--- src/rtl/skt_pkg.sv ---
`timescale 1ns / 1ps

package skt_pkg;

    localparam int TABLE_DEPTH = 16;
    localparam int ADDR_W      = $clog2(TABLE_DEPTH);
    localparam int CNT_W       = $clog2(TABLE_DEPTH + 1);
    localparam int KEY_W       = 32;
    localparam int OP_W        = 2;
    localparam int IDX_W       = 4;
    localparam int STATUS_W    = 3;

    localparam logic [OP_W-1:0] OP_INSERT = 2'd0;
    localparam logic [OP_W-1:0] OP_DELETE = 2'd1;
    localparam logic [OP_W-1:0] OP_READ   = 2'd2;

    localparam logic [STATUS_W-1:0] ST_INSERTED  = 3'd0;
    localparam logic [STATUS_W-1:0] ST_DELETED   = 3'd1;
    localparam logic [STATUS_W-1:0] ST_NOT_FOUND = 3'd2;
    localparam logic [STATUS_W-1:0] ST_FULL      = 3'd3;
    localparam logic [STATUS_W-1:0] ST_READ      = 3'd4;

    typedef struct packed {
        logic                    strobe;
        logic [STATUS_W-1:0]     status;
        logic [CNT_W-1:0]        count;
        logic signed [KEY_W-1:0] value;
        logic                    valid;
    } t_result;

endpackage

--- src/rtl/skt_ram.sv ---
`timescale 1ns / 1ps

module skt_ram #(
    parameter int DEPTH = 16,
    parameter int WIDTH = 32,
    parameter int AW    = $clog2(DEPTH)
) (
    input  logic             i_clk,
    input  logic             i_we,
    input  logic [AW-1:0]    i_waddr,
    input  logic [WIDTH-1:0] i_wdata,
    input  logic [AW-1:0]    i_raddr,
    output logic [WIDTH-1:0] o_rdata
);

    logic [WIDTH-1:0] r_mem [DEPTH];
    logic [WIDTH-1:0] r_rdata;

    always_ff @(posedge i_clk) begin
        if (i_we) begin
            r_mem[i_waddr] <= i_wdata;
        end
        r_rdata <= r_mem[i_raddr];
    end

    assign o_rdata = r_rdata;

endmodule

--- src/rtl/skt_ctrl.sv ---
`timescale 1ns / 1ps

module skt_ctrl
    import skt_pkg::*;
(
    input  logic                    i_clk,
    input  logic                    i_rst_n,
    input  logic                    i_start,
    input  logic [OP_W-1:0]         i_operation,
    input  logic signed [KEY_W-1:0] i_key,
    input  logic [IDX_W-1:0]        i_index,
    output logic                    o_busy,
    output logic                    o_we,
    output logic [ADDR_W-1:0]       o_waddr,
    output logic [KEY_W-1:0]        o_wdata,
    output logic [ADDR_W-1:0]       o_raddr,
    input  logic [KEY_W-1:0]        i_rdata,
    output t_result                 o_result
);

    localparam logic [2:0] S_IDLE    = 3'd0;
    localparam logic [2:0] S_INS     = 3'd1;
    localparam logic [2:0] S_INS_CMP = 3'd2;
    localparam logic [2:0] S_DEL     = 3'd3;
    localparam logic [2:0] S_DEL_CMP = 3'd4;
    localparam logic [2:0] S_RD      = 3'd5;
    localparam logic [2:0] S_RD_WAIT = 3'd6;

    logic [2:0]              r_state, n_state;
    logic signed [KEY_W-1:0] r_key, n_key;
    logic [IDX_W-1:0]        r_idx, n_idx;
    logic [CNT_W-1:0]        r_ptr, n_ptr;
    logic [CNT_W-1:0]        r_count, n_count;
    logic                    r_found, n_found;

    logic [CNT_W-1:0] w_ptr_dec;
    logic             w_key_lt;
    logic             w_key_eq;

    assign w_ptr_dec = r_ptr - 1'b1;
    assign w_key_lt  = r_key < $signed(i_rdata);
    assign w_key_eq  = r_key == $signed(i_rdata);
    assign o_busy    = r_state != S_IDLE;

    always_comb begin
        n_state  = r_state;
        n_key    = r_key;
        n_idx    = r_idx;
        n_ptr    = r_ptr;
        n_count  = r_count;
        n_found  = r_found;
        o_we     = 1'b0;
        o_waddr  = r_ptr[ADDR_W-1:0];
        o_wdata  = r_key;
        o_raddr  = r_ptr[ADDR_W-1:0];
        o_result = '0;
        o_result.count = r_count;

        unique case (r_state)
            S_IDLE: begin
                if (i_start) begin
                    n_key   = i_key;
                    n_idx   = i_index;
                    n_ptr   = r_count;
                    n_found = 1'b0;
                    unique case (i_operation)
                        OP_INSERT: n_state = S_INS;
                        OP_DELETE: begin
                            n_state = S_DEL;
                            n_ptr   = '0;
                        end
                        default:   n_state = S_RD;
                    endcase
                end
            end
            S_INS: begin
                if (r_count == CNT_W'(TABLE_DEPTH)) begin
                    o_result.strobe = 1'b1;
                    o_result.status = ST_FULL;
                    n_state         = S_IDLE;
                end else if (r_ptr == '0) begin
                    o_we            = 1'b1;
                    n_count         = r_count + 1'b1;
                    o_result.strobe = 1'b1;
                    o_result.status = ST_INSERTED;
                    o_result.count  = n_count;
                    n_state         = S_IDLE;
                end else begin
                    o_raddr = w_ptr_dec[ADDR_W-1:0];
                    n_state = S_INS_CMP;
                end
            end
            S_INS_CMP: begin
                o_we = 1'b1;
                if (w_key_lt) begin
                    o_wdata = i_rdata;
                    n_ptr   = w_ptr_dec;
                    n_state = S_INS;
                end else begin
                    n_count         = r_count + 1'b1;
                    o_result.strobe = 1'b1;
                    o_result.status = ST_INSERTED;
                    o_result.count  = n_count;
                    n_state         = S_IDLE;
                end
            end
            S_DEL: begin
                if (r_ptr == r_count) begin
                    o_result.strobe = 1'b1;
                    if (r_found) begin
                        n_count         = r_count - 1'b1;
                        o_result.status = ST_DELETED;
                        o_result.count  = n_count;
                    end else begin
                        o_result.status = ST_NOT_FOUND;
                    end
                    n_state = S_IDLE;
                end else begin
                    n_state = S_DEL_CMP;
                end
            end
            S_DEL_CMP: begin
                if (r_found) begin
                    o_we    = 1'b1;
                    o_waddr = w_ptr_dec[ADDR_W-1:0];
                    o_wdata = i_rdata;
                end else if (w_key_eq) begin
                    n_found = 1'b1;
                end
                n_ptr   = r_ptr + 1'b1;
                n_state = S_DEL;
            end
            S_RD: begin
                o_raddr = r_idx[ADDR_W-1:0];
                if (CNT_W'(r_idx) < r_count) begin
                    n_state = S_RD_WAIT;
                end else begin
                    o_result.strobe = 1'b1;
                    o_result.status = ST_READ;
                    n_state         = S_IDLE;
                end
            end
            S_RD_WAIT: begin
                o_result.strobe = 1'b1;
                o_result.status = ST_READ;
                o_result.value  = $signed(i_rdata);
                o_result.valid  = 1'b1;
                n_state         = S_IDLE;
            end
            default: n_state = S_IDLE;
        endcase
    end

    always_ff @(posedge i_clk) begin
        if (!i_rst_n) begin
            r_state <= S_IDLE;
            r_count <= '0;
        end else begin
            r_state <= n_state;
            r_count <= n_count;
        end
        r_key   <= n_key;
        r_idx   <= n_idx;
        r_ptr   <= n_ptr;
        r_found <= n_found;
    end

endmodule

--- src/rtl/sorted_key_table.sv ---
// An insert moves each stored key greater than the new key up one place and is refused on a
// full table; a delete walks over every entry; a read looks up one entry by index.
// Throughput: one operation at a time; the next start is taken once busy falls.
// Reset clears the entry count and the sequencer; the key memory is not cleared.
// Each result beat is shown for one cycle on o_done; the receiver cannot stall.
`timescale 1ns / 1ps

module sorted_key_table
    import skt_pkg::*;
(
    input  logic                       i_clk,
    input  logic                       i_rst_n,
    input  logic                       start,
    output logic                       busy,
    input  logic [OP_W-1:0]            i_operation,
    input  logic signed [KEY_W-1:0]    i_key,
    input  logic [IDX_W-1:0]           i_index,
    output logic                       o_done,
    output logic [STATUS_W-1:0]        o_status,
    output logic [CNT_W-1:0]           o_entry_count,
    output logic signed [KEY_W-1:0]    o_read_value,
    output logic                       o_read_valid
);

    logic              w_we;
    logic [ADDR_W-1:0] w_waddr;
    logic [KEY_W-1:0]  w_wdata;
    logic [ADDR_W-1:0] w_raddr;
    logic [KEY_W-1:0]  w_rdata;
    t_result           w_result;
    t_result           r_result;

    skt_ctrl u_ctrl (
        .i_clk       (i_clk),
        .i_rst_n     (i_rst_n),
        .i_start     (start),
        .i_operation (i_operation),
        .i_key       (i_key),
        .i_index     (i_index),
        .o_busy      (busy),
        .o_we        (w_we),
        .o_waddr     (w_waddr),
        .o_wdata     (w_wdata),
        .o_raddr     (w_raddr),
        .i_rdata     (w_rdata),
        .o_result    (w_result)
    );

    skt_ram #(
        .DEPTH (TABLE_DEPTH),
        .WIDTH (KEY_W)
    ) u_ram (
        .i_clk   (i_clk),
        .i_we    (w_we),
        .i_waddr (w_waddr),
        .i_wdata (w_wdata),
        .i_raddr (w_raddr),
        .o_rdata (w_rdata)
    );

    always_ff @(posedge i_clk) begin
        if (!i_rst_n) begin
            r_result.strobe <= 1'b0;
        end else begin
            r_result.strobe <= w_result.strobe;
        end
        if (w_result.strobe) begin
            r_result.status <= w_result.status;
            r_result.count  <= w_result.count;
            r_result.value  <= w_result.value;
            r_result.valid  <= w_result.valid;
        end
    end

    assign o_done        = r_result.strobe;
    assign o_status      = r_result.status;
    assign o_entry_count = r_result.count;
    assign o_read_value  = r_result.value;
    assign o_read_valid  = r_result.valid;

endmodule

--- config.mk ---
export PLATFORM = sky130hd
export DESIGN_NAME = sorted_key_table
export DESIGN_NICKNAME = d
export VERILOG_FILES = /design/src/rtl/skt_pkg.sv /design/src/rtl/skt_ram.sv /design/src/rtl/skt_ctrl.sv /design/src/rtl/sorted_key_table.sv
export SDC_FILE = /design/constraint.sdc
export NUM_CORES = 1
export LEC_CHECK = 0
export BUFFER_PORTS_ARGS = -buffer_cell sky130_fd_sc_hd__buf_2
export CAP_MARGIN = 20
export CORE_MARGIN = 2
export CORE_UTILIZATION = 27
export CTS_BUF_LIST = sky130_fd_sc_hd__clkbuf_16
export DETAILED_ROUTE_END_ITERATION = 8
export GPL_TIMING_DRIVEN = 0
export PLACE_DENSITY = 0.52
export SYNTH_ARGS = -nofsm -noshare
export SYNTH_HDL_FRONTEND = slang
export SYNTH_SLANG_ARGS = --single-unit
--- constraint.sdc ---
create_clock -name i_clk -period 3.9 [get_ports i_clk]
set_input_delay 0.195 -clock i_clk [delete_from_list [all_inputs] [get_ports i_clk]]
set_output_delay 0.195 -clock i_clk [all_outputs]
set_load 0.005 [all_outputs]
# Word level (Yosys, flattened, before mapping)
# Memories as Yosys holds them, arrays and structs flattened. A register that Yosys moved wholly into a read port is not among the register bits.
# Cells that the tools add are included.
# Widths: inputs -> output; s select.
# word_totals
output_inout_bits,43
input_bits,41
regBits,92
memories,1
mem_bits_rw,512
# classes
eq_ne,16
n_lt_le_gt_ge,2
n_mux,46
addsub,4
n_reduce_logical,11
# memory_table
name,depth,width,read_ports,rd_clocked_by_memory_dff,wr,line_no,source
u_ram.r_mem,16,32,1,1,1,skt_ram.sv:16,logic [WIDTH-1:0] r_mem [DEPTH];
# op_table
operator,count
$mux 32,2
$pmux 32 s2,1
$mux 5,9
$pmux 5 s3,3
$eq 32x32->1,1
$lt 32x32->1,1
$mux 9,3
$mux 4,6
$pmux 4 s5,1
$pmux 3 s6,1
$add 5x1->5 const B,2
$mux 1,10
$sub 5x1->5 const B,2
$eq 3x3->1 const B,3
$mux 3,3
$reduce_bool 3->1,3
$pmux 4 s2,1
$eq 3x2->1 const B,2
$mux 2,3
$ne 2x1->1 const B,3
$ne 2x2->1 const B,3
$pmux 3 s2,1
$eq 5x5->1,1
$eq 5x5->1 const B,1
12 further kinds,13

# Depth between registers and ports, before layout
# Gate-level depths: netlist of the first run.
# depth
depth_word,6
depth_mapped,12
depth_no_buf,9

# Hierarchy
# A second synthesis of the first run with hierarchy kept.
# unflattened
cells_unflattened,1326
hier_area_um2,25271.7
# by_module_without_submodules
module,cells_each,area_each_um2,n_inst,seq_area_each_um2
skt_ram,838,19835.3,1,16015.4
skt_ctrl,445,4179.0,1,1421.4
sorted_key_table,43,1257.5,1,1251.2

# Least setup slack after synthesis of the first run
# Ideal clock, no wire load.
# synth_path
path_kind,flip-flop to flip-flop
startpoint,register u_ctrl.r_ptr[1]
endpoint,memory u_ram.r_mem[4][0] (enable)
setup_slack_ns,0.066
arrival_ns,3.413
path_stages_with_launch,10
path_buffers,1
setup_ns,0.421
cell_sequence,edfxtp_1 > buf_2 > inv_1 > ha_1 > nor4b_2 > a31oi_1 > or3_1 > o21ai_0 > inv_1 > nor2_1
# synth_via
elab_chain_len,6
word_cells_on_any_way,9
cone_classes,add/sub (1); mux (7); reduce/logical (1)
# synth_rtl
element,line_no,source
start: declaration,skt_ctrl.sv:32,"logic [CNT_W-1:0] r_ptr, n_ptr;"
start signal: assignment,skt_ctrl.sv:164,r_ptr <= n_ptr;
$logic_not 5->1,skt_ctrl.sv:81,end else if (r_ptr == '0) begin
$mux 1,skt_ctrl.sv:81,
$mux 1,skt_ctrl.sv:77,if (r_count == CNT_W'(TABLE_DEPTH)) begin
$pmux 1 s3,skt_ctrl.sv:59,unique case (r_state)
$mux 1,skt_ram.sv:20,if (i_we) begin
$mux 1 (implied by the code),skt_ram.sv:21,r_mem[i_waddr] <= i_wdata;
end: declaration,skt_ram.sv:16,
# Parallel ways exist; a longest one is shown, timed or not.

# Worst setup path after layout of the first run
# layout_path
startpoint,register u_ctrl.r_ptr[0]
endpoint,memory u_ram.r_mem[0][14] (enable)
# The elaborated chain is that of the path after synthesis.

==> flow_summary_export.csv, run 1 <==
group,metric,value,unit
route,post_drt_wl_per_cell,21.89,µm
critical_path,cp-end-kind,"register",
floorplanning,die_height,319.6,µm
clocking,clock_latency,620,ps
floorplanning,die-area,0.1022,mm²
cells_and_area,fin_nets,1904,
logic_synthesis,yosys_warnings,0,
logic_synthesis,yosysSeqAreaShare,69.48,%
floorplanning,io_pins,84,
floorplanning,rows,115,
clocking,cts_buffers,69,
clocking,path_clk_slew,60,ps
placed_design,dpl_cell_area,0.02948,mm²
cells_and_area,layout_common_cells,"edfxtp_1 (595), mux2i_1 (481), buf_2 (100)",
critical_path,crit_fanout,20,
timing,skew,32.96,ps
timing,min_period,3747,ps
timing,worstMarginPinSlew,966.0,ps
clocking,numClockSinks,636,
logic_synthesis,synth_nets,1690,
route,vias,14510,
critical_path,required,4180,ps
timing,period_share,96.07,%
logic_synthesis,synthCells,1609,
clocking,cts-root-buf,"clkbuf_16",
status,status,"finished, final reports clean",
timing,setup_violations,0,
logic_synthesis,synth_edf_count,595,
cells_and_area,drive_gt1_share,16.90,%
logic_synthesis,avgSynthCellArea,16.72,µm²
global_routing,grt_pass1_vias,15110,
logic_synthesis,synth_top_cell_area_share,66.43,%
critical_path,worst-endpoint-arrival,4030,ps
placed_design,dp_cells,2999,
route,firstDrtPassIters,5,
critical_path,cp_slowest_cell,"nor2_4",
global_routing,grt-ovfl-total,0,
logic_synthesis,synthTopCellsByArea,"edfxtp_1 (66%), mux2i_1 (18%), dfxtp_1 (3.1%)",
route,postRouteAntennaNets,0,
critical_path,slowest_delay,530,ps
critical_path,cp-start-kind,"register",
placed_design,port_buffers,83,
critical_path,crit_type,"reg -> reg",
clocking,max-clock-path-buffers,3,
global_routing,track_usage,13.45,%
cells_and_area,mostFrequentLayoutCell,"edfxtp_1",
floorplanning,coreArea,0.09856,mm²
job,drv_cap,0,
timing,hold_violations,0,
cells_and_area,diodes,0,
logic_synthesis,ys.flop_type,"edfxtp_1",
route,drtIter0Drc,857,
cells_and_area,finalNonFillerCells,3163,
global_routing,antenna_found_initial,0,
power,p_leak,0.01177,µW
route,drc,0,
timing,max_freq,266.9,MHz
floorplanning,start_util,27.29,%
timing,rsz0062_at_grt,"no",
timing,hold_slack,84.25,ps
global_routing,grt_max_degree,24,
logic_synthesis,yosys.area.top_type,"edfxtp_1",
placed_design,hpwlAfterDp,46.42,mm
timing,maxSlewViolCount,0,
cells_and_area,syn_to_final_growth,19.46,%
cells_and_area,fin_area,0.03213,mm²
logic_synthesis,synth_area,0.02690,mm²
route,wl,69.24,mm
global_routing,grt_pass1_wl,100.6,mm
clocking,h-tree-depth,3,
logic_synthesis,ys_seq_elements,636,
power,powerDensity,788.4,mW/mm²
critical_path,cp_common_cell,"inv_1",
cells_and_area,final_util,32.60,%
clocking,tritoncts,"yes",
route,drt-vias-per-instance,4.586,
floorplanning,die_w,319.6,µm
timing,max_slew_margin,35.30,%
hold_path,min_path_type,"in -> reg",
power,peakVddDrop,0.4066,mV
critical_path,cp_cell_sequence,"inv_1, ha_1, nor4b_4, a31oi_1, or3_1, o21ai_0, inv_1, nor2_4, buf_12",
logic_synthesis,synth-async-reset-ratio,0,%
placed_design,place_congestion,0.8581,
logic_synthesis,yosysUniqueCellTypes,68,
## metrics by stage
stage	setup slack, ps	power [µW]	TNS (ps)
final	153.4	25330	0
after detailed placement	-776.4	19250	-373750
after CTS	6.146	25670	0
after global routing	10.42	26600	0
after floorplan	65.52	15970	0
after global placement	-2336	19010	-1621330
## critical path: cells and delay by family (launching register included)
kind                     cells  cell delay [ps]
adder cells (fa/ha/maj)      1              230
AO/OA/AOI/OAI                2              460
AND/OR/NAND/NOR              3             1420
buffers and inverters        3              740
flip-flops                   1              510
## cell type report
cell class,count,area (µm²)
Multi-Input combinational cell,843,7609
Tap cell,1287,1610
Buffer,83,613.1
Clock inverter,52,371.6
Sequential cell,636,18690
Inverter,47,176.4
Clock buffer,72,1802
Timing Repair Buffer,143,1261
Fill cell,9441,66430
## cell families (layout without fill, tap and decap cells)
kind of cell | Yosys count | in the layout | share of synthesized area [%]
adder cells (fa/ha/maj) | 40 | 40 | 1.861
AO/OA/AOI/OAI | 114 | 114 | 2.838
multiplexers | 512 | 512 | 19.20
AND/OR/NAND/NOR | 167 | 167 | 3.401
flip-flops | 636 | 636 | 69.48
XOR/XNOR | 10 | 10 | 0.3257
buffers and inverters | 130 | 397 | 2.894
## what timing repair did
item,CTS,global route
gates resized for setup,32,9
endpoints found under the setup margin,610,503
endpoints found under the hold margin,43,0
pin swaps,3,0
hold buffers,38,0
setup buffers,2,0
## final timing paths
check / startpoint / end / slack (ps) / cells past startpoint
max: u_ctrl.r_ptr[0] / u_ram.r_mem[0][14] / 150 / 9
min: start / u_ctrl.r_found / 80 / 3
max reg2reg: u_ctrl.r_ptr[0] / u_ram.r_mem[0][14] / 150 / 9
min reg2reg: u_ram.o_rdata[24] / o_read_value[24] / 600 / 1
## synthesized netlist by cell type, drive strengths merged, types with 3 or more instances
library cell,number
a221o,6
nand4,9
and2,4
clkbuf,23
a31oi,6
nand3,13
or3,5
dfxtp,41
nor3b,5
a211o,3
or2,4
nand2,28
nor4,7
mux2i,481
inv,47
o22ai,6
mux2,31
a22o,3
ha,40
o31ai,3
buf,60
a22oi,4
a21o,5
and3,32
nor2,35
a21oi,33
o21ai,18
a211oi,3
edfxtp,595
nor2b,6
nand2b,4
nor3,7
xnor2,9
## state kept, by name, summed over array words and instances (netlist names)
signal          flops
u_ram.r_mem       512
o_read_value       32
u_ctrl.r_key       32
u_ram.o_rdata      32
o_entry_count       5
u_ctrl.r_count      5
u_ctrl.r_ptr        5
u_ctrl.r_idx        4
o_status            3
u_ctrl.r_state      3
o_done              1
o_read_valid        1
u_ctrl.r_found      1
## report_power, final
part | switching, µW | leakage (µW) | internal [µW]
registers | 339 | 0.00573 | 8720
clock network | 2650 | 0.00114 | 3610
logic | 6010 | 0.00491 | 4010
## routing by layer
layer / vias to the layer above / GRT usage (%) / part of all wire [%]
li1: 6704 / - / -
met1: 7418 / 17.08 / 44
met2: 285 / 23.36 / 50
met3: 99 / 1.843 / 3.3
met4: 0 / 4.811 / 2.7
met5: - / 0 / 0
(Power assumes the default switching activity.)
==> inputs of run 2 (changes only) <==
CAP_MARGIN = default   (was 20)
CORE_ASPECT_RATIO = 0.9   (was default)
==> run 2 against run 1 <==
Effect of this change: sequential share of layout area decreased by 0.64 points; core utilization grew 0.39 points; sequential power about the same; routed wire length fell by 2.0%; design area grew 1.1%.
==> flow_summary_export.csv, run 2 (synthesized netlist as in run 1, its figures left out) <==
group,metric,value,unit
route,firstDrtPassIters,5,
global_routing,antenna_found_initial,0,
global_routing,grt_max_degree,26,
route,drt-vias-per-instance,4.495,
clocking,h-tree-depth,3,
critical_path,worst-path-buf-inv,1,
timing,min_period,3731,ps
cells_and_area,syn_to_final_growth,20.79,%
cells_and_area,fin_nets,1915,
hold_path,min_path_type,"in -> reg",
critical_path,cp_cell_sequence,"ha_1, a21oi_1, o21ai_1, a221o_1, o31ai_4, nand4_1, nand2_2, buf_6, mux2_2",
critical_path,cp-start-kind,"register",
timing,maxSlewViolCount,0,
timing,period_share,95.67,%
timing,max_slew_margin,29.25,%
timing,setup_violations,0,
route,postRouteAntennaNets,0,
placed_design,place_congestion,0.8322,
global_routing,grt_pass1_wl,98.89,mm
floorplanning,die_w,336.7,µm
critical_path,cpLargestDelayFamily,"compound AO/OA/AOI/OAI gates",
cells_and_area,largest_register,"u_ram.r_mem",
cells_and_area,layout_common_cells,"edfxtp_1 (595), mux2i_1 (481), buf_2 (100)",
critical_path,cp-end-kind,"register",
cells_and_area,diodes,0,
floorplanning,die_height,303.4,µm
critical_path,crit_type,"reg -> reg",
clocking,path_clk_slew,60,ps
job,drv_cap,0,
critical_path,worst-endpoint-arrival,4030,ps
timing,hold_violations,0,
power,power.total,25760,µW
hold_path,min_to,"u_ctrl.r_state[0]",
power,powerDensity,793.0,mW/mm²
timing,rsz0062_at_grt,"no",
critical_path,reg2reg_depth,9,
route,drc,0,
global_routing,grt_pass1_vias,15110,
hold_path,hold_path_depth,4,
critical_path,slowest_delay,500,ps
clocking,clock_latency,620,ps
hold_path,hp-start,"start",
timing,max_freq,268.0,MHz
status,status,"finished, final reports clean",
critical_path,r2r_end,"u_ram.r_mem[7][18]",
placed_design,dp_cells,3042,
global_routing,track_usage,13.23,%
critical_path,cp_slowest_cell,"mux2_2",
floorplanning,die-area,0.1022,mm²
cells_and_area,final_util,32.99,%
clocking,numClockSinks,636,
clocking,max-clock-path-buffers,3,
cells_and_area,drive_gt1_share,17.78,%
cells_and_area,mostFrequentLayoutCell,"edfxtp_1",
timing,skew,24.54,ps
floorplanning,coreArea,0.09847,mm²
clocking,tritoncts,"yes",
critical_path,crit_fanout,16,
power,peakVddDrop,0.4151,mV
critical_path,reg2reg_slack,170,ps
floorplanning,io_pins,84,
cells_and_area,largest_register_ffs,512,
cells_and_area,finalNonFillerCells,3222,
critical_path,rr_startpoint,"u_ctrl.r_key[5]",
critical_path,required,4200,ps
timing,hold_slack,119.9,ps
global_routing,grt-ovfl-total,0,
floorplanning,start_util,27.31,%
clocking,cts-root-buf,"clkbuf_16",
clocking,cts_buffers,71,
route,wl,67.87,mm
route,vias,14480,
floorplanning,rows,109,
power,p_leak,0.01190,µW
placed_design,port_buffers,83,
placed_design,hpwlAfterDp,46.05,mm
route,drtIter0Drc,979,
route,post_drt_wl_per_cell,21.07,µm
timing,worstMarginPinSlew,1056,ps
## run 2: per-stage QoR
step | setup TNS (ps) | cell area (µm²) | setup slack (ps)
CTS | 0 | 32290 | 6.310
global placement | -1733740 | 28980 | -2338
finish | 0 | 32490 | 168.8
floorplan | 0 | 26900 | 65.52
detailed placement | -577500 | 29500 | -1113
global route | 0 | 32490 | 4.182
## run 2: final cells by class
type                            count  area [µm²]
Inverter                           47       176.4
Timing Repair Buffer              152        1391
Sequential cell                   636       18690
Buffer                             83       620.6
Clock buffer                       72        1802
Clock inverter                     57       529.3
Tap cell                         1332        1667
Fill cell                        9575       65980
Multi-Input combinational cell    843        7614
## run 2: tightest hold or removal path, delay by kind of cell
| kind | cells | cell delay [ps] |
|---|---|---|
| compound gates | 1 | 200 |
| simple gates | 2 | 150 |
| buf+inv | 1 | 130 |
## run 2: how the worst max path moves through the flow
stage | start | endpoint | cells after the start
finish | u_ctrl.r_key[5] | u_ram.r_mem[7][18] | 9
global route | u_ram.o_rdata[23] | u_ram.r_mem[6][18] | 12
CTS | u_ram.o_rdata[23] | u_ram.r_mem[0][15] | 12
detailed placement | u_ram.o_rdata[23] | u_ram.r_mem[15][29] | 10
global placement | u_ctrl.r_ptr[0] | u_ram.r_mem[5][14] | 8
floorplan | u_ctrl.r_ptr[1] | u_ram.r_mem[4][0] | 9
## run 2: repair_timing
action                     4_1_cts  5_1_grt
hold endpoints to repair        43        0
resized for setup               43        7
buffers inserted                 2       11
setup endpoints to repair      717      635
pin swaps                        2        8
hold buffers                    38        0
gates cloned                     0        0
## run 2: power breakdown
group	internal (µW)	switching, µW
Sequential	8720	318
Clock	3970	2700
Combinational	4040	6020
Total	16700	9040
## run 2: layer usage
metal	track usage, %	up-vias	share of wire (%)
li1	-	6715	-
met1	16.94	7348	44
met2	22.61	311	49
met3	2.154	108	4.1
met4	4.751	0	2.8
met5	0	-	0
